===== src/rtl/bu2x_pkg.sv =====
`timescale 1ns / 1ps
// ----------------------------------------------------------------------------
// bu2x_pkg: shared types and constants of the 2x bilinear upscaler
// Image limits, field widths and the job record passed from the front
// part to the back part.
// ----------------------------------------------------------------------------
package bu2x_pkg;

    localparam int MAX_WIDTH   = 1024;
    localparam int MAX_HEIGHT  = 1024;
    localparam int PIXEL_BITS  = 8;

    localparam int COL_BITS    = $clog2(MAX_WIDTH);
    localparam int ROW_BITS    = $clog2(MAX_HEIGHT);
    localparam int EW_BITS     = COL_BITS + 1;
    localparam int CFG_BITS    = 11;
    localparam int COORD_BITS  = 11;

    localparam int JOB_DEPTH    = 4;
    localparam int JOB_PTR_BITS = $clog2(JOB_DEPTH);
    localparam int JOB_CNT_BITS = JOB_PTR_BITS + 1;

    typedef logic [PIXEL_BITS-1:0] pix_t;

    // One source pixel, with every value it can produce already computed.
    typedef struct packed {
        logic [ROW_BITS-1:0] row;
        logic [COL_BITS-1:0] col;
        logic                has_up;
        logic                has_left;
        pix_t                diag;
        pix_t                vert;
        pix_t                horz;
        pix_t                orig;
    } job_t;

endpackage


===== src/rtl/bu2x_back.sv =====
`timescale 1ns / 1ps
// ----------------------------------------------------------------------------
// bu2x_back: result sequencer and output register
// Walks the applicable results of each job into the output register, one per
// cycle unless a full output register that is not popped holds it back.
// ----------------------------------------------------------------------------
module bu2x_back (
    input  logic                             clk,
    input  logic                             rst_n,
    input  logic                             job_ready,
    input  bu2x_pkg::job_t                   job_head,
    output logic                             job_take,
    input  logic                             pop,
    output logic                             empty,
    output logic [bu2x_pkg::COORD_BITS-1:0]  out_row,
    output logic [bu2x_pkg::COORD_BITS-1:0]  out_col,
    output bu2x_pkg::pix_t                   out_value,
    output logic                             last_of_run
);
    import bu2x_pkg::*;

    typedef enum logic [1:0] {
        PH_DIAG,
        PH_VERT,
        PH_HORZ,
        PH_ORIG
    } phase_t;

    job_t                  job_reg;
    logic                  busy_reg;
    phase_t                phase_reg, phase_after, phase_first;
    logic                  out_valid_reg;
    logic [COORD_BITS-1:0] row_reg, col_reg;
    pix_t                  value_reg;
    logic                  last_reg;

    logic                  emit, finish;
    logic [COORD_BITS-1:0] row_even, col_even, row_sel, col_sel;
    pix_t                  value_sel;

    always_comb
    begin
        emit     = busy_reg && (!out_valid_reg || pop);
        finish   = emit && (phase_reg == PH_ORIG);
        job_take = job_ready && (!busy_reg || finish);

        if (job_head.has_up && job_head.has_left)
            phase_first = PH_DIAG;
        else if (job_head.has_up)
            phase_first = PH_VERT;
        else if (job_head.has_left)
            phase_first = PH_HORZ;
        else
            phase_first = PH_ORIG;

        row_even = COORD_BITS'({job_reg.row, 1'b0});
        col_even = COORD_BITS'({job_reg.col, 1'b0});

        case (phase_reg)
            PH_DIAG:
            begin
                phase_after = PH_VERT;
                row_sel     = row_even - 1'b1;
                col_sel     = col_even - 1'b1;
                value_sel   = job_reg.diag;
            end
            PH_VERT:
            begin
                phase_after = job_reg.has_left ? PH_HORZ : PH_ORIG;
                row_sel     = row_even - 1'b1;
                col_sel     = col_even;
                value_sel   = job_reg.vert;
            end
            PH_HORZ:
            begin
                phase_after = PH_ORIG;
                row_sel     = row_even;
                col_sel     = col_even - 1'b1;
                value_sel   = job_reg.horz;
            end
            default:
            begin
                phase_after = PH_ORIG;
                row_sel     = row_even;
                col_sel     = col_even;
                value_sel   = job_reg.orig;
            end
        endcase
    end

    always_ff @(posedge clk or negedge rst_n)
    begin
        if (!rst_n)
        begin
            busy_reg      <= 1'b0;
            phase_reg     <= PH_ORIG;
            job_reg       <= '0;
            out_valid_reg <= 1'b0;
            row_reg       <= '0;
            col_reg       <= '0;
            value_reg     <= '0;
            last_reg      <= 1'b0;
        end
        else
        begin
            if (job_take)
            begin
                busy_reg  <= 1'b1;
                job_reg   <= job_head;
                phase_reg <= phase_first;
            end
            else if (finish)
                busy_reg <= 1'b0;
            else if (emit)
                phase_reg <= phase_after;

            if (emit)
            begin
                out_valid_reg <= 1'b1;
                row_reg       <= row_sel;
                col_reg       <= col_sel;
                value_reg     <= value_sel;
                last_reg      <= (phase_reg == PH_ORIG);
            end
            else if (pop)
                out_valid_reg <= 1'b0;
        end
    end

    assign empty       = !out_valid_reg;
    assign out_row     = row_reg;
    assign out_col     = col_reg;
    assign out_value   = value_reg;
    assign last_of_run = last_reg;

endmodule


===== config.mk =====
export PLATFORM = sky130hd
export DESIGN_NAME = bu2x_back
export DESIGN_NICKNAME = d
export VERILOG_FILES = /design/src/rtl/bu2x_pkg.sv /design/src/rtl/bu2x_back.sv
export SDC_FILE = /design/constraint.sdc
export NUM_CORES = 1
export LEC_CHECK = 0
export ABC_AREA = 1
export BUFFER_PORTS_ARGS = -buffer_cell sky130_fd_sc_hd__buf_2
export CORE_ASPECT_RATIO = 0.7
export CORE_UTILIZATION = 45
export DETAILED_ROUTE_END_ITERATION = 8
export PLACE_DENSITY = 0.8
export SLEW_MARGIN = 0
export SYNTH_ARGS = -nofsm -noshare
export SYNTH_HDL_FRONTEND = slang
export SYNTH_SLANG_ARGS = --single-unit

===== constraint.sdc =====
create_clock -name clk -period 2.3 [get_ports clk]
set_input_delay 0.23 -clock clk [delete_from_list [all_inputs] [get_ports clk]]
set_output_delay 0.23 -clock clk [all_outputs]
set_load 0.03 [all_outputs]

* Word level (Yosys, flattened, before mapping)
Index checks and enable logic that the tools add are counted.
Cells by class: multiplexer cells 15, equality and inequality tests 4, reduce and logical (&&, ||, !) cells 15, $add $sub $neg 2
Operator list (number):
- 8-bit case mux with 3 select lines | 1
- 11-bit 2-to-1 mux | 2
- 11-bit by 1-bit subtractor with 11-bit output, second input constant | 2
- 2-bit 2-to-1 mux | 5
- 1-bit 2-to-1 mux | 6
- 2-bit nonzero test | 3
- 2-bit equality test, second input constant | 2
- 1-bit logical AND | 4
- 2-bit case mux with 2 select lines | 1
- 2-bit OR reduction | 2
- 2-bit by 1-bit equality test with 1-bit output, second input constant | 1
- 1-bit zero test | 2
- 2-bit zero test | 1
- 1-bit logical OR | 2
- 2-bit != test, second input constant | 1
- 2-bit AND reduction | 1
Word-level totals: word-level logic and storage cells 50, flip-flop bits (word level) 88, output and inout port bits 33, bits of input ports 58

* Longest topological paths before layout
depth after elaboration 8, gate-level depth with buffers 10, depth with buffers taken out 10

* Worst setup path before layout
No wires, ideal clock.
path type flip-flop to output port, from register phase_reg[1], to output port job_take, slack 854 ps, buffers on the path 2, stages on the path, launching flop included 7, arrival time 1216 ps, path through dfstp_2 > buf_6 > nand2_4 > o21bai_4 > nand2_2 > inv_2 > buf_4
Between the ends: longest elaborated chain between the ends 4
RTL lines:
- start, declared | line bu2x_back.sv:31 | phase_t phase_reg, phase_after, phase_first;
- start signal, assigned | line bu2x_back.sv:110 | phase_reg <= phase_first;
- start signal, assigned | line bu2x_back.sv:115 | phase_reg <= phase_after;
- 2-bit equality test | line bu2x_back.sv:44 | finish = emit && (phase_reg == PH_ORIG);
- 1-bit logical AND | line bu2x_back.sv:44
- 1-bit logical OR | line bu2x_back.sv:45 | job_take = job_ready && (!busy_reg || finish);
- 1-bit logical AND | line bu2x_back.sv:45
- end, declared | line bu2x_back.sv:12 | output logic job_take,
Every way passes these cells.

* Worst setup path in the final report
from register phase_reg[0], to output port job_take
Same word-level chain as after synthesis.

==> insert_results.sql <==
INSERT INTO impl_metrics (metric_group, metric, value, unit) VALUES
('min_path', 'hold_path_end', 'job_reg[27]', ''),
('floorplan', 'initial_core_utilization', '46.65', '%'),
('placed_design', 'gp_congestion', '0.8008', ''),
('power_and_ir_drop', 'power.leakage', '2.590', 'nW'),
('floorplan', 'dieHeight', '80.60', 'um'),
('drt', 'viasPerCell', '4.871', ''),
('placed_design', 'dp_hpwl', '6.616', 'mm'),
('setup_path', 'cp_data_arrival_time', '1.82', 'ns'),
('setup_path', 'worst-path-max-fanout', '16', ''),
('synthesis', 'synthDistinctLibCells', '25', ''),
('floorplan', 'floorplan.io_pins', '91', ''),
('global_route', 'grt_pass1_wl', '15.86', 'mm'),
('synthesis', 'synth_top_cells_by_area', 'sky130_fd_sc_hd__dfrtp_1 54%, sky130_fd_sc_hd__nand2_1 22%, sky130_fd_sc_hd__o21ai_0 4.4%', ''),
('floorplan', 'dieWidth', '114.3', 'um'),
('setup_path', 'setup_slack_reg_to_reg', '0.57', 'ns'),
('global_route', 'initial_antenna_violation_count', '0', ''),
('final_layout', 'layout.cells.most_common_list', '237 x sky130_fd_sc_hd__nand2_1, 89 x sky130_fd_sc_hd__buf_2, 86 x sky130_fd_sc_hd__dfrtp_1, 35 x sky130_fd_sc_hd__o21ai_0, 28 x sky130_fd_sc_hd__inv_1', ''),
('synthesis', 'synthesis.yosys.warnings', '0', ''),
('global_route', 'grt_remaining_overflow', '0', ''),
('final_layout', 'number_of_flip_flops_under_the_largest_register_name', '43', ''),
('clock_tree', 'root_buffer_cell', 'sky130_fd_sc_hd__clkbuf_16', ''),
('power_and_ir_drop', 'seq_power_share', '38.6', '%'),
('clock_tree', 'clk_path_buf_depth', '2', ''),
('global_route', 'vias_in_the_first_global_route', '3235', ''),
('timing', 'max_slew_margin', '71.26', '%'),
('setup_path', 'critical_path.n_buffers_inverters', '2', ''),
('timing', 'setup_viol', '0', ''),
('clock_tree', 'clock-sinks', '88', ''),
('timing', 'finalHoldViolCount', '0', ''),
('drt', 'dr.pass1.iters', '5', ''),
('setup_path', 'worstSetupEndpointType', 'output pin', ''),
('job', 'max_cap_violations', '0', ''),
('setup_path', 'critPathSlowestCell', 'sky130_fd_sc_hd__dfstp_2', ''),
('setup_path', 'path_cells', 'nand2_4 -> o21bai_4 -> nand2_2 -> inv_2 -> buf_2', ''),
('drt', 'vias', '3434', ''),
('drt', 'avgRoutedWirePerCell', '13.79', 'um'),
('synthesis', 'synth-seq-cells', '88', ''),
('power_and_ir_drop', 'ir_drop', '0.5390', 'mV'),
('synthesis', 'synth_top_area_share', '54.19', '%'),
('setup_path', 'worstSetupStartpointType', 'register', ''),
('final_layout', 'antenna_cells_inserted', '0', ''),
('timing', 'whs', '0.08269', 'ns'),
('clock_tree', 'cts.reportedPaths.clkPinSlew', '0.06', 'ns'),
('timing', 'final.min_clock_period', '2.050', 'ns'),
('global_route', 'gr-usage-all-layers', '22.74', '%'),
('clock_tree', 'cts_repair_resize_count', '0', ''),
('setup_path', 'classification_of_the_worst_setup_path', 'reg2out', ''),
('final_layout', 'final_design_area_no_fill', '4840', 'sq um'),
('run_status', 'outcome', 'finished clean', ''),
('timing', 'skew', '0.005941', 'ns'),
('timing', 'final.setup.tns', '0', 'ns'),
('clock_tree', 'tritoncts', 'built', ''),
('setup_path', 'critical-path-top-delay-family', 'flip-flops', ''),
('clock_tree', 'clock_latency', '0.34', 'ns'),
('power_and_ir_drop', 'power-per-cell-area', '1492', 'nW/um^2'),
('timing', 'max_freq', '487.8', 'MHz'),
('final_layout', 'layout-drive-gt1-share', '21.37', '%'),
('setup_path', 'critical_path.max_stage_delay', '0.67', 'ns'),
('final_layout', 'area_growth_synth_to_finish', '21.87', '%'),
('global_route', 'grt_start_max_net_pins', '61', ''),
('synthesis', 'avgSynthCellArea', '8.088', 'sq um'),
('final_layout', 'final_core_utilization', '56.85', '%'),
('drt', 'drtAntennaViolNets', '0', ''),
('min_path', 'worst_hold_path_type', 'in2reg', ''),
('clock_tree', 'numCtsBuffers', '9', ''),
('power_and_ir_drop', 'internal_power', '0.004144', 'W'),
('synthesis', 'post_synth_inst_count', '491', ''),
('synthesis', 'yosys.area.top_type', 'sky130_fd_sc_hd__dfrtp_1', ''),
('timing', 'timing.final.ws_setup', '0.2501', 'ns'),
('setup_path', 'worstReg2RegStart', 'phase_reg[0]', ''),
('setup_path', 'worstReg2RegEnd', 'job_reg[53]', '');
-- layout make-up --
| class | instances | area [sq um] |
|---|---|---|
| fill | 780 | 3674 |
| sequential | 88 | 2205 |
| multi-input combinational | 351 | 1508 |
| timing repair buffer | 97 | 533.0 |
| clock buffer | 9 | 225.2 |
| tap | 120 | 150.1 |
| inverter | 33 | 123.9 |
| clock inverter | 7 | 95.09 |
-- cells in the mapped netlist --
cell type,count
sky130_fd_sc_hd__o21ai_1,1
sky130_fd_sc_hd__a21oi_1,6
sky130_fd_sc_hd__clkinv_1,2
sky130_fd_sc_hd__nor2_2,5
sky130_fd_sc_hd__buf_6,4
sky130_fd_sc_hd__buf_2,9
sky130_fd_sc_hd__ha_1,2
sky130_fd_sc_hd__nand2_1,237
sky130_fd_sc_hd__o22ai_1,1
sky130_fd_sc_hd__nand3_1,19
sky130_fd_sc_hd__inv_2,3
sky130_fd_sc_hd__a31oi_1,2
sky130_fd_sc_hd__dfrtp_1,86
sky130_fd_sc_hd__nand2_2,1
sky130_fd_sc_hd__dfstp_2,2
sky130_fd_sc_hd__xor2_1,4
sky130_fd_sc_hd__nand4_1,10
sky130_fd_sc_hd__o211ai_1,1
sky130_fd_sc_hd__and3_1,1
sky130_fd_sc_hd__o21ai_0,35
sky130_fd_sc_hd__nor2_1,24
sky130_fd_sc_hd__nand2_4,1
sky130_fd_sc_hd__buf_4,6
sky130_fd_sc_hd__o21bai_4,1
sky130_fd_sc_hd__inv_1,28
-- power by group through the flow --
stage,logic (W),registers (W),clock network (W)
final,0.00286,0.00279,0.00157
after global routing,0.00321,0.00289,0.00166
after CTS,0.00287,0.00278,0.00159
after detailed placement,0.00283,0.00279,0
after global placement,0.00274,0.00278,0
after floorplan,0.00165,0.00317,0
-- worst register-to-register path: cells and delay by family, from the launching register on --
family                 cells  cell delay [ns]
AOI/OAI and AO/OA          2             0.29
buffers and inverters      2             0.47
DFF                        1             0.67
and+or+nand+nor            2             0.16
-- worst max-delay path by stage --
| stage | startpoint | end | depth (start not counted) |
|---|---|---|---|
| final | phase_reg[0] | job_take | 5 |
| after detailed placement | phase_reg[0] | col_even[8] | 6 |
| after global routing | phase_reg[0] | job_take | 5 |
| after floorplan | phase_reg[1] | job_take | 6 |
| after CTS | phase_reg[0] | job_take | 5 |
| after global placement | phase_reg[0] | job_take | 5 |
-- per-layer routing --
metal  part of all wire [%]  wire length, um  up-vias  GRT usage (%)
li1                       -                -     1710              -
met1                     48             4713     1576          33.38
met2                     43             4227      136          32.48
met3                    6.8              662       12          6.868
met4                    1.2              119        0          5.844
met5                      0                0        -              0
-- cells by family (layout without fill, tap and decap cells) --
kind of cell	count (synthesis)	in the layout	synth area share, %
flops	88	88	55.51
xor+xnor	4	4	0.8821
simple gates	298	298	30.03
buf+inv	52	146	6.522
fa+ha+maj	2	2	0.6300
compound gates	47	47	6.427
-- metrics by stage --
stage	cells	power, W
2_1_floorplan	491	0.004820
3_3_place_gp	688	0.005513
3_5_place_dp	688	0.005627
4_1_cts	705	0.007251
5_1_grt	705	0.007760
6_report	705	0.007221
-- repair_timing --
action                    CTS  global route
hold buffers                1             0
setup buffers               0             0
hold endpoints to repair   28             0
(Power assumes the default switching activity.)
