==> config.mk <==
export PLATFORM = sky130hd
export DESIGN_NAME = bu2x_job_fifo
export DESIGN_NICKNAME = d
export VERILOG_FILES = /design/src/rtl/bu2x_pkg.sv /design/src/rtl/bu2x_job_fifo.sv
export SDC_FILE = /design/constraint.sdc
export NUM_CORES = 1
export LEC_CHECK = 0
export BUFFER_PORTS_ARGS = -buffer_cell sky130_fd_sc_hd__buf_2
export CAP_MARGIN = 5
export CELL_PAD_IN_SITES_DETAIL_PLACEMENT = 0
export CELL_PAD_IN_SITES_GLOBAL_PLACEMENT = 1
export CORE_ASPECT_RATIO = 1.1
export CORE_UTILIZATION = 43
export CTS_BUF_LIST = sky130_fd_sc_hd__clkbuf_16
export DETAILED_ROUTE_END_ITERATION = 8
export GPL_TIMING_DRIVEN = 0
export HOLD_SLACK_MARGIN = 0.12
export PLACE_DENSITY_LB_ADDON = 0.1
export SLEW_MARGIN = 30
export SYNTH_ARGS = -nofsm -noshare
export SYNTH_HDL_FRONTEND = slang
export SYNTH_SLANG_ARGS = --single-unit
==> constraint.sdc <==
create_clock -name clk -period 6.86 [get_ports clk]
set_input_delay 0.343 -clock clk [delete_from_list [all_inputs] [get_ports clk]]
set_output_delay 0.343 -clock clk [all_outputs]
set_load 0.01 [all_outputs]
==> src/rtl/bu2x_pkg.sv <==
`timescale 1ns / 1ps
// ----------------------------------------------------------------------------
// bu2x_pkg: shared types and constants of the 2x bilinear upscaler
// Image limits, field widths and the job record passed from the front
// part to the back part.
// ----------------------------------------------------------------------------
package bu2x_pkg;

    localparam int MAX_WIDTH   = 1024;
    localparam int MAX_HEIGHT  = 1024;
    localparam int PIXEL_BITS  = 8;

    localparam int COL_BITS    = $clog2(MAX_WIDTH);
    localparam int ROW_BITS    = $clog2(MAX_HEIGHT);
    localparam int EW_BITS     = COL_BITS + 1;
    localparam int CFG_BITS    = 11;
    localparam int COORD_BITS  = 11;

    localparam int JOB_DEPTH    = 4;
    localparam int JOB_PTR_BITS = $clog2(JOB_DEPTH);
    localparam int JOB_CNT_BITS = JOB_PTR_BITS + 1;

    typedef logic [PIXEL_BITS-1:0] pix_t;

    // One source pixel, with every value it can produce already computed.
    typedef struct packed {
        logic [ROW_BITS-1:0] row;
        logic [COL_BITS-1:0] col;
        logic                has_up;
        logic                has_left;
        pix_t                diag;
        pix_t                vert;
        pix_t                horz;
        pix_t                orig;
    } job_t;

endpackage

==> src/rtl/bu2x_job_fifo.sv <==
`timescale 1ns / 1ps
// ----------------------------------------------------------------------------
// bu2x_job_fifo: short job queue between front and back
// Show-ahead queue of job records with an occupancy count.
// ----------------------------------------------------------------------------
module bu2x_job_fifo (
    input  logic                              clk,
    input  logic                              rst_n,
    input  logic                              push,
    input  bu2x_pkg::job_t                    din,
    input  logic                              pop,
    output bu2x_pkg::job_t                    dout,
    output logic [bu2x_pkg::JOB_CNT_BITS-1:0] count
);
    import bu2x_pkg::*;

    job_t                    slots [JOB_DEPTH];
    logic [JOB_PTR_BITS-1:0] wr_ptr_reg, rd_ptr_reg;
    logic [JOB_CNT_BITS-1:0] count_reg;

    always_ff @(posedge clk or negedge rst_n)
    begin
        if (!rst_n)
        begin
            wr_ptr_reg <= '0;
            rd_ptr_reg <= '0;
            count_reg  <= '0;
        end
        else
        begin
            if (push)
                wr_ptr_reg <= wr_ptr_reg + 1'b1;
            if (pop)
                rd_ptr_reg <= rd_ptr_reg + 1'b1;
            if (push && !pop)
                count_reg <= count_reg + 1'b1;
            else if (pop && !push)
                count_reg <= count_reg - 1'b1;
        end
    end

    always_ff @(posedge clk)
    begin
        if (push)
            slots[wr_ptr_reg] <= din;
    end

    assign dout  = slots[rd_ptr_reg];
    assign count = count_reg;

endmodule

== After elaboration in Yosys (flattened, before gate mapping) ==
Memory sizes are Yosys's and may differ from the RTL's.
Cells that the tools add are included.
Word-level totals
  register bits after elaboration: 7
  bits in writable memories: 216
  output and inout bits: 57
  word-level logic and storage cells: 17
  memories: 1
Operators by class
  add/sub/neg operators: 4
  multiplexer cells: 4
  reductions and logical operators: 5
Memories
  slots: words 4, bits a word 54, read ports 1, clocked after memory_dff 0, write ports 1, line bu2x_job_fifo.sv:17  | job_t slots [JOB_DEPTH];
Operators with widths (count)
  $mux 3: 2
  $add 2x1->2 const B: 2
  $add 3x1->3 const B: 1
  $sub 3x1->3 const B: 1
  $logic_and 1x1->1: 2
  $logic_not 1->1: 2
  $mux 1: 2
  $reduce_bool 2->1: 1

== Logic depth before layout (Yosys ltp) ==
Gate-level depths: netlist (run 1).
  depth in word-level cells: 4
  mapped depth: 7
  mapped depth without buffers: 7

== Least setup slack after synthesis (run 1) ==
No wires, ideal clock.
  path type: reg2reg
  start point: reg wr_ptr_reg[0]
  end point: mem slots[0][0] (netlist bit), enable pin
  arrival: 1.902 ns
  setup slack: 4.540 ns
  stages on the path, launching flop included: 4
  clock period less this slack: 2.320 ns
  path through: dfrtp_1 inv_1 ha_1 and2_1
RTL lines
  start, declared: line bu2x_job_fifo.sv:18  | logic [JOB_PTR_BITS-1:0] wr_ptr_reg, rd_ptr_reg;
  start signal, assigned: line bu2x_job_fifo.sv:32  | wr_ptr_reg <= wr_ptr_reg + 1'b1;
  end, declared: line bu2x_job_fifo.sv:17
Straight into the memory's write port.

==> impl_metrics.toml, run 1 <==
[outcome]
status = "finished, final reports clean"

[floorplanning]
die_h_um = 146.6
rows = 52
die_area_um2 = 19570
die_w_um = 133.5
core-area_um2 = 18480
ios = 115
start_util_pct = 44.24

[final_layout]
num_antenna_cells = 0
n_fill_cell = 1428
largest_reg_flops = 216
drive_above_1_share_pct = 41.67
area_delta_synth_final_pct = 27.58
final_cell_area_um2 = 10430
layout.nets = 577
finish.utilization_pct = 56.44

[yosys]
ys_seq_area_share_pct = 81.49
dominantRegCellSynth = "edfxtp_1"
yosysTopAreaCellShare_pct = 79.35
yosysWarnings = 0
synth.area.top_cells = "edfxtp_1, mux4_2, dfrtp_1"
synth_seq_cells = 223
synth_largest_area_cell = "edfxtp_1"
syn_nets = 378
synth.avg_cell_area_um2 = 26.03
synth_common_cells = "edfxtp_1, mux4_2, dfrtp_1"
async_flop_share_pct = 3.139
netlist_area_um2 = 8174
yosys.cell_types.count = 16
synth_edf_count = 216
synth_most_common_cell = "edfxtp_1"
syn_inst = 314

[power_and_ir_drop]
p_total_mw = 4.264
vdd_drop_max_uv = 262.8
swShare_pct = 27.92
pwr-share-seq_pct = 43.2
p_leak_nw = 3.675
cell_internal_pwr_mw = 3.074
comb_power_share_pct = 29.6
powerDensity_nw_per_um2 = 408.9
p_switching_mw = 1.190
pwr-share-clk_pct = 27.2

[global_route]
grt_pass1_vias = 4246
grt_max_degree = 38
grt_pass1_wl_mm = 23.14
antenna_found_initial = 0
groute.usage.overall_pct = 15.75
overflow = 0

[clocking]
clock_sinks = 223
clk_latency_ns = 0.49
cts_made_buffers = 23
h-tree-depth = 1
cts_resized = 0
clk_pin_slew_ns = 0.06
clockBufferDepth = 3
root_buffer = "clkbuf_16"
cts_tree = "built"

[sta]
fmax_mhz = 433.5
final-setup-viol-count = 0
tightest_slew_ns = 0.3744
final.setup.tns_ns = 0
slew_violations = 0
min_period_ns = 2.307
setup_slack_ns = 4.553
skew_ns = 0.007884
rsz0062_at_grt = "false"
finalCritPeriodShare_pct = 33.63
slew_headroom_pct = 75.04
hold_violations = 0

[place]
dp_hpwl_mm = 8.689
post-place-ws_ns = 5.040
placed_cell_area_um2 = 9161
gp_congestion = 0.6344
io_buffers = 114

[worst_setup_path]
ff2ff_setup_slack_ns = 5.20
worstPathArrival_ns = 1.96
path_class = "reg2out"
endpoint_kind = "output port"
r2r_end = "slots[0][23]"
cp_max_fo = 10
crit_path_start_kind = "flop"
rr_startpoint = "wr_ptr_reg[0]"
reg2reg_depth = 4
crit_required_ns = 6.52

[detailed_routing]
routedWlPerCell_um = 19.24
totalWireLength_mm = 14.83
drc = 0
first_iter_violations = 151
vias = 3867
first_pass_iters = 4
ant_nets = 0
routed_via_density = 5.016

[run]
maxCapViolCount = 0

[hold_path]
min_path_cells = 2
whs_endpoint = "wr_ptr_reg[0]"
hold_start = "push"
min_path_type = "in2reg"
## cell families (layout without fill, tap and decap cells)
kind of cell	count (synthesis)	after routing	share of synthesized area, %
compound gates	1	1	0.06117
xor+xnor	6	6	0.6429
fa+ha+maj	6	6	1.010
buf+inv	16	230	1.332
flops	223	223	81.49
mux	55	55	15.02
simple gates	7	7	0.4438
## metrics by stage
| step | instances | hold WS (ns) |
|---|---|---|
| 5_1_grt | 771 | 0.1394 |
| 3_3_place_gp | 671 | 0.1915 |
| 6_report | 771 | 0.1377 |
| 4_1_cts | 771 | 0.1210 |
| 3_5_place_dp | 675 | 0.1927 |
| 2_1_floorplan | 314 | 0.04741 |
## how the worst max path moves through the flow
stage                             start      endpoint  cells past startpoint
final                     rd_ptr_reg[0]       dout[7]                      4
after global routing      rd_ptr_reg[0]       dout[7]                      4
after CTS                 rd_ptr_reg[0]       dout[7]                      4
after detailed placement  rd_ptr_reg[0]       dout[7]                      4
after global placement    wr_ptr_reg[0]  slots[0][20]                      3
after floorplan           wr_ptr_reg[0]   slots[0][0]                      3
## layer usage
metal  share of wire [%]  up-vias  global-route usage [%]
met1                  42     2007                   19.98
met3                 5.6       21                   3.854
met2                  51      102                   27.03
met5                   0        -                       0
met4                 1.8        0                   4.261
li1                    -     1737                       -
## timing repair
action,CTS,global route
hold buffers,56,0
buffers inserted,0,0
endpoints found under the hold margin,224,0
## cell usage in the layout (no fill, tap or decap)
master	netlist	layout
ha_1	5	5
nand2_1	2	2
buf_6	5	5
dlygate4sd3_1	0	56
mux2_2	1	1
clkbuf_16	0	23
inv_6	0	1
clkinv_1	0	5
nor2_1	1	1
buf_2	6	120
clkinv_2	0	4
and2_4	0	4
inv_1	4	8
xnor2_1	2	2
dfrtp_1	7	7
buf_16	0	3
fa_1	1	1
edfxtp_1	216	216
buf_4	1	1
bufinv_16	0	2
clkinv_4	0	1
buf_12	0	1
o21ai_0	1	1
xor2_1	4	4
mux4_2	54	54
## power groups by stage
stage	clock [mW]	sequential, mW	combinational, mW
global route	1.25	1.86	1.37
detailed placement	0	1.87	1.28
CTS	1.19	1.84	1.31
finish	1.16	1.84	1.26
global placement	0	1.89	1.23
floorplan	0	1.87	0.794
## area by class of cell
type / count / area, um2 / share of cell area (%)
clock buffers: 23 / 575.6 / 5.519
clock inverters: 17 / 131.4 / 1.260
inverters: 4 / 15.01 / 0.1440
multi-input cells: 75 / 1414 / 13.56
plain buffers: 12 / 93.84 / 0.8998
well taps: 243 / 304.0 / 2.915
repair buffers: 174 / 1234 / 11.83
flip-flops and latches: 223 / 6661 / 63.87
## critical path: stages (launching register included)
cell and delay, ns:
dfrtp_1 0.36, buf_6 0.19, buf_6 0.21, mux4_2 0.54, buf_2 0.16
Power figures use the tool's default switching activity.
==> run 2: changes to the inputs <==
Clock period 6.86 ns to 2.1 ns, I/O delays scaled along.
==> impl_metrics.toml, run 2 (synthesis gave the netlist of run 1 again) <==
[sta]
final.setup.tns_ns = 0
skew_ns = 0.01283
fmax_mhz = 500.2
hold_violations = 0
slew_violations = 0
tightest_slew_ns = 0.4594
min_period_ns = 1.999
final-setup-viol-count = 0
finalCritPeriodShare_pct = 95.19
rsz0062_at_grt = "false"
slew_headroom_pct = 69.37

[run]
maxCapViolCount = 0

[final_layout]
area_delta_synth_final_pct = 29.50
layout_commonest_cell = "edfxtp_1"
final_cell_area_um2 = 10590
num_antenna_cells = 0
n_fill_cell = 1418
final_cell_mix = "edfxtp_1, buf_2, dlygate4sd3_1, mux4_2, clkbuf_16"
multi_input_area_um2 = 1414
drive_above_1_share_pct = 42.40
regArea_um2 = 6661
largest_reg_flops = 216
layout.nets = 583

[floorplanning]
ios = 115
core-area_um2 = 18480
die_w_um = 133.5
rows = 52
start_util_pct = 44.24
die_h_um = 146.6
die_area_um2 = 19570

[worst_setup_path]
critPathSlowestCell = "mux4_2"
crit_path_start_kind = "flop"
crit_buf_inv = 3
crit_top_cell = "buf_12"
ff2ff_setup_slack_ns = 0.38
crit_chain = "buf_12, buf_12, mux4_2, buf_2"
crit_required_ns = 2.00
endpoint_kind = "output port"
cpPeakStageDelay_ns = 0.51
worstPathArrival_ns = 1.89
critical-path-top-delay-family = "multiplexers"
cp_max_fo = 10
path_class = "reg2out"

[place]
io_buffers = 114
dp_hpwl_mm = 8.712
placed_cell_area_um2 = 9139
gp_congestion = 0.6470

[clocking]
cts_tree = "built"
clockBufferDepth = 3
clk_pin_slew_ns = 0.06
root_buffer = "clkbuf_16"
cts_made_buffers = 23
h-tree-depth = 1
clk_latency_ns = 0.50
clock_sinks = 223

[detailed_routing]
top_layer = "met4"
vias = 3880
first_iter_violations = 127
drc = 0
drt-met1-wl_mm = 6.116
totalWireLength_mm = 14.69
ant_nets = 0
routed_via_density = 5.000
routedWlPerCell_um = 18.94
first_pass_iters = 4
wl_met2_mm = 7.554
wl_met3_um = 762

[outcome]
status = "finished, final reports clean"

[power_and_ir_drop]
pwr-share-seq_pct = 41.6
p_leak_nw = 3.745
p_switching_mw = 3.918
pwr-share-clk_pct = 28.7
vdd_drop_max_uv = 868.7
cell_internal_pwr_mw = 10.55
powerDensity_nw_per_um2 = 1367
p_total_mw = 14.47
comb_power_share_pct = 29.7
swShare_pct = 27.08

[global_route]
grt_max_degree = 34
groute.usage.overall_pct = 15.55
overflow = 0
antenna_found_initial = 0
grt_pass1_vias = 4308
grt_pass1_wl_mm = 22.82

[hold_path]
min_path_type = "in2reg"
[run 2: cell types whose count changed in the layout (fill, tap and decap cells not counted), sizes merged]
cell	before	now
buf	130	129
clkinvlp	0	1
clkinv	10	5
bufinv	2	5
dlygate4sd3	56	58
clkbuf	23	28
[run 2: final timing paths]
path | from | endpoint | cells past startpoint
max | rd_ptr_reg[0] | dout[18] | 4
max reg2reg | wr_ptr_reg[0] | slots[2][21] | 4
min | din[9] | slots[1][9] | 2
max in group asynchronous | rst_n | count[0] | 3
min in group asynchronous | rst_n | rd_ptr_reg[1] | 3
min reg2reg | count[2] | count[2] | 1
[run 2: cell type report]
type / instances / area share (%)
clock buffers: 23 / 5.437
repair buffers: 180 / 11.91
multi-input cells: 75 / 13.36
plain buffers: 12 / 1.418
inverters: 4 / 0.1418
clock inverters: 16 / 1.927
well taps: 243 / 2.872
flip-flops and latches: 223 / 62.93
[run 2: what timing repair did]
item | in CTS | in global routing
setup buffers | 0 | 4
endpoints found under the setup margin | 24 | 46
hold buffers | 58 | 0
endpoints found under the hold margin | 228 | 0
resized for setup | 2 | 13
[run 2: power groups by stage]
| stage | Combinational, mW | Sequential (mW) | Clock (mW) |
|---|---|---|---|
| 2_1_floorplan | 2.60 | 6.08 | 0 |
| 3_3_place_gp | 4.04 | 6.11 | 0 |
| 3_5_place_dp | 4.16 | 6.12 | 0 |
| 4_1_cts | 4.27 | 6.03 | 4.26 |
| 5_1_grt | 4.65 | 6.08 | 4.45 |
| 6_report | 4.29 | 6.02 | 4.16 |
[run 2: per-layer routing]
metal  GRT usage (%)  vias to the layer above
li1                -                     1748
met1           19.00                     2009
met2           27.53                      101
met3           3.333                       22
met4           4.830                        0
met5               0                        -
[run 2: through the flow]
| step | hold slack [ns] | setup WS (ns) | util [%] | cells |
|---|---|---|---|---|
| 3_3_place_gp | -0.04303 | -0.2532 | 49.00 | 671 |
| 4_1_cts | 0.3330 | -0.01531 | 56.86 | 772 |
| 5_1_grt | 0.3443 | 0.01407 | 57.29 | 776 |
| 6_report | 0.3555 | 0.1009 | 57.29 | 776 |
| 2_1_floorplan | -0.1906 | 0.3627 | - | 314 |
| 3_5_place_dp | -0.04418 | 0.3432 | 49.46 | 675 |
==> run 3: changes to the inputs <==
Settings changed: SETUP_SLACK_MARGIN set to 0.5.
==> impl_metrics.toml, run 3 (synthesis gave the netlist of run 1 again) <==
[power_and_ir_drop]
p_switching_mw = 4.054
pwr-share-clk_pct = 24.5
powerDensity_nw_per_um2 = 1338
pwr-share-seq_pct = 42.5
swShare_pct = 28.61
comb_power_share_pct = 32.9
p_leak_nw = 3.764
cell_internal_pwr_mw = 10.11
p_total_mw = 14.17
vdd_drop_max_uv = 776.2

[final_layout]
layout.nets = 598
drive_above_1_share_pct = 42.99
regArea_um2 = 6663
layout_commonest_cell = "edfxtp_1"
num_antenna_cells = 0
largest_reg_flops = 216
n_fill_cell = 1424
final_cell_mix = "edfxtp_1, buf_2, dlygate4sd3_1, mux4_2, clkbuf_16"
area_delta_synth_final_pct = 29.51
multi_input_area_um2 = 1535

[detailed_routing]
drc = 0
totalWireLength_mm = 16.57
vias = 4038
routedWlPerCell_um = 20.92
routed_via_density = 5.098
first_iter_violations = 151
first_pass_iters = 4
ant_nets = 0

[clocking]
clk_latency_ns = 0.50
clk_pin_slew_ns = 0.06
h-tree-depth = 1
clock_sinks = 223
cts_tree = "built"
root_buffer = "clkbuf_16"
clockBufferDepth = 3
cts_made_buffers = 23

[hold_path]
min_path_type = "in2reg"
hold_start = "push"

[floorplanning]
die_h_um = 146.6
die_area_um2 = 19570
start_util_pct = 44.24
die_w_um = 133.5
ios = 115
rows = 52
core-area_um2 = 18480

[sta]
skew_ns = 0.01869
slew_headroom_pct = 67.63
holdWs_ns = 0.2991
slew_violations = 0
final-setup-viol-count = 0
finalCritPeriodShare_pct = 94.10
fmax_mhz = 506.0
min_period_ns = 1.976
tightest_slew_ns = 0.4856
rsz0062_at_grt = "true"
hold_violations = 0
final.setup.tns_ns = 0

[worst_setup_path]
worstPathArrival_ns = 1.87
cp_max_fo = 10
crit_start = "rd_ptr_reg[0]"
path_class = "reg2out"
endpoint_kind = "output port"
crit_required_ns = 2.00
crit_path_start_kind = "flop"
rr_startpoint = "wr_ptr_reg[0]"

[global_route]
overflow = 0
antenna_found_initial = 0
grt_pass1_wl_mm = 25.01
grt_max_degree = 28
groute.usage.overall_pct = 17.45
grt_pass1_vias = 4400

[place]
io_buffers = 114
dp_hpwl_mm = 8.099
gp_congestion = 0.6551

[run]
maxCapViolCount = 0

[outcome]
status = "finished, final reports clean"
==> run 3: final timing paths <==
kind                                 endpoint  slack [ns]  cells past startpoint
worst min register to register       count[2]        0.48                      1
max in group asynchronous       rd_ptr_reg[0]        1.27                      3
worst max-delay path                 dout[10]        0.12                      4
min in group asynchronous       rd_ptr_reg[1]        0.57                      3
worst min-delay path              slots[0][5]        0.30                      2
worst max register to register   slots[3][47]        0.52                      2
==> run 3: worst max-delay path: stages, from the launching register on <==
cell	delay [ns]
dfrtp_2	0.39
buf_12	0.15
buf_12	0.16
mux4_2	0.52
buf_2	0.16
==> run 3: through the flow <==
| stage | area, um2 | util [%] | cells | setup slack, ns |
|---|---|---|---|---|
| 6_report | 10590 | 57.29 | 792 | 0.1239 |
| 5_1_grt | 10590 | 57.29 | 792 | 0.04895 |
| 4_1_cts | 10520 | 56.92 | 785 | 0.08550 |
| 3_5_place_dp | 9059 | 49.02 | 671 | 0.2619 |
| 3_3_place_gp | 9059 | 49.02 | 671 | 0.2662 |
| 2_1_floorplan | 8184 | - | 314 | 0.6336 |
==> run 3: layer usage <==
metal  GRT usage (%)  up-vias  wire [um]
met5               0        -          0
met2           30.52      119       8434
met3           3.542       23        972
met4           4.318        0        231
met1           22.29     2105       6931
li1                -     1791          -
==> run 3: cell type report <==
cell class                      instances  area share (%)
Sequential cell                       223           62.94
Multi-Input combinational cell         89           14.50
Timing Repair Buffer                  181           11.88
Clock buffer                           23           5.437
Tap cell                              243           2.872
Buffer                                 12           1.596
Clock inverter                         17          0.6382
Inverter                                4          0.1418
==> run 3: timing repair <==
action                     4_1_cts  5_1_grt
resized for setup               33        2
setup endpoints to repair      270      115
setup buffers                    5        3
hold endpoints to repair       228        0
gates cloned                    11        4
hold buffers                    58        0
==> run 3: power by group through the flow <==
stage                     sequential [mW]  clock [mW]  combinational, mW
after floorplan                      6.06           0               2.62
final                                6.03        3.48               4.66
after global routing                 6.10        3.75               5.04
after global placement               6.08           0               4.03
after detailed placement             6.14           0               4.05
after CTS                            6.03        3.57               4.73
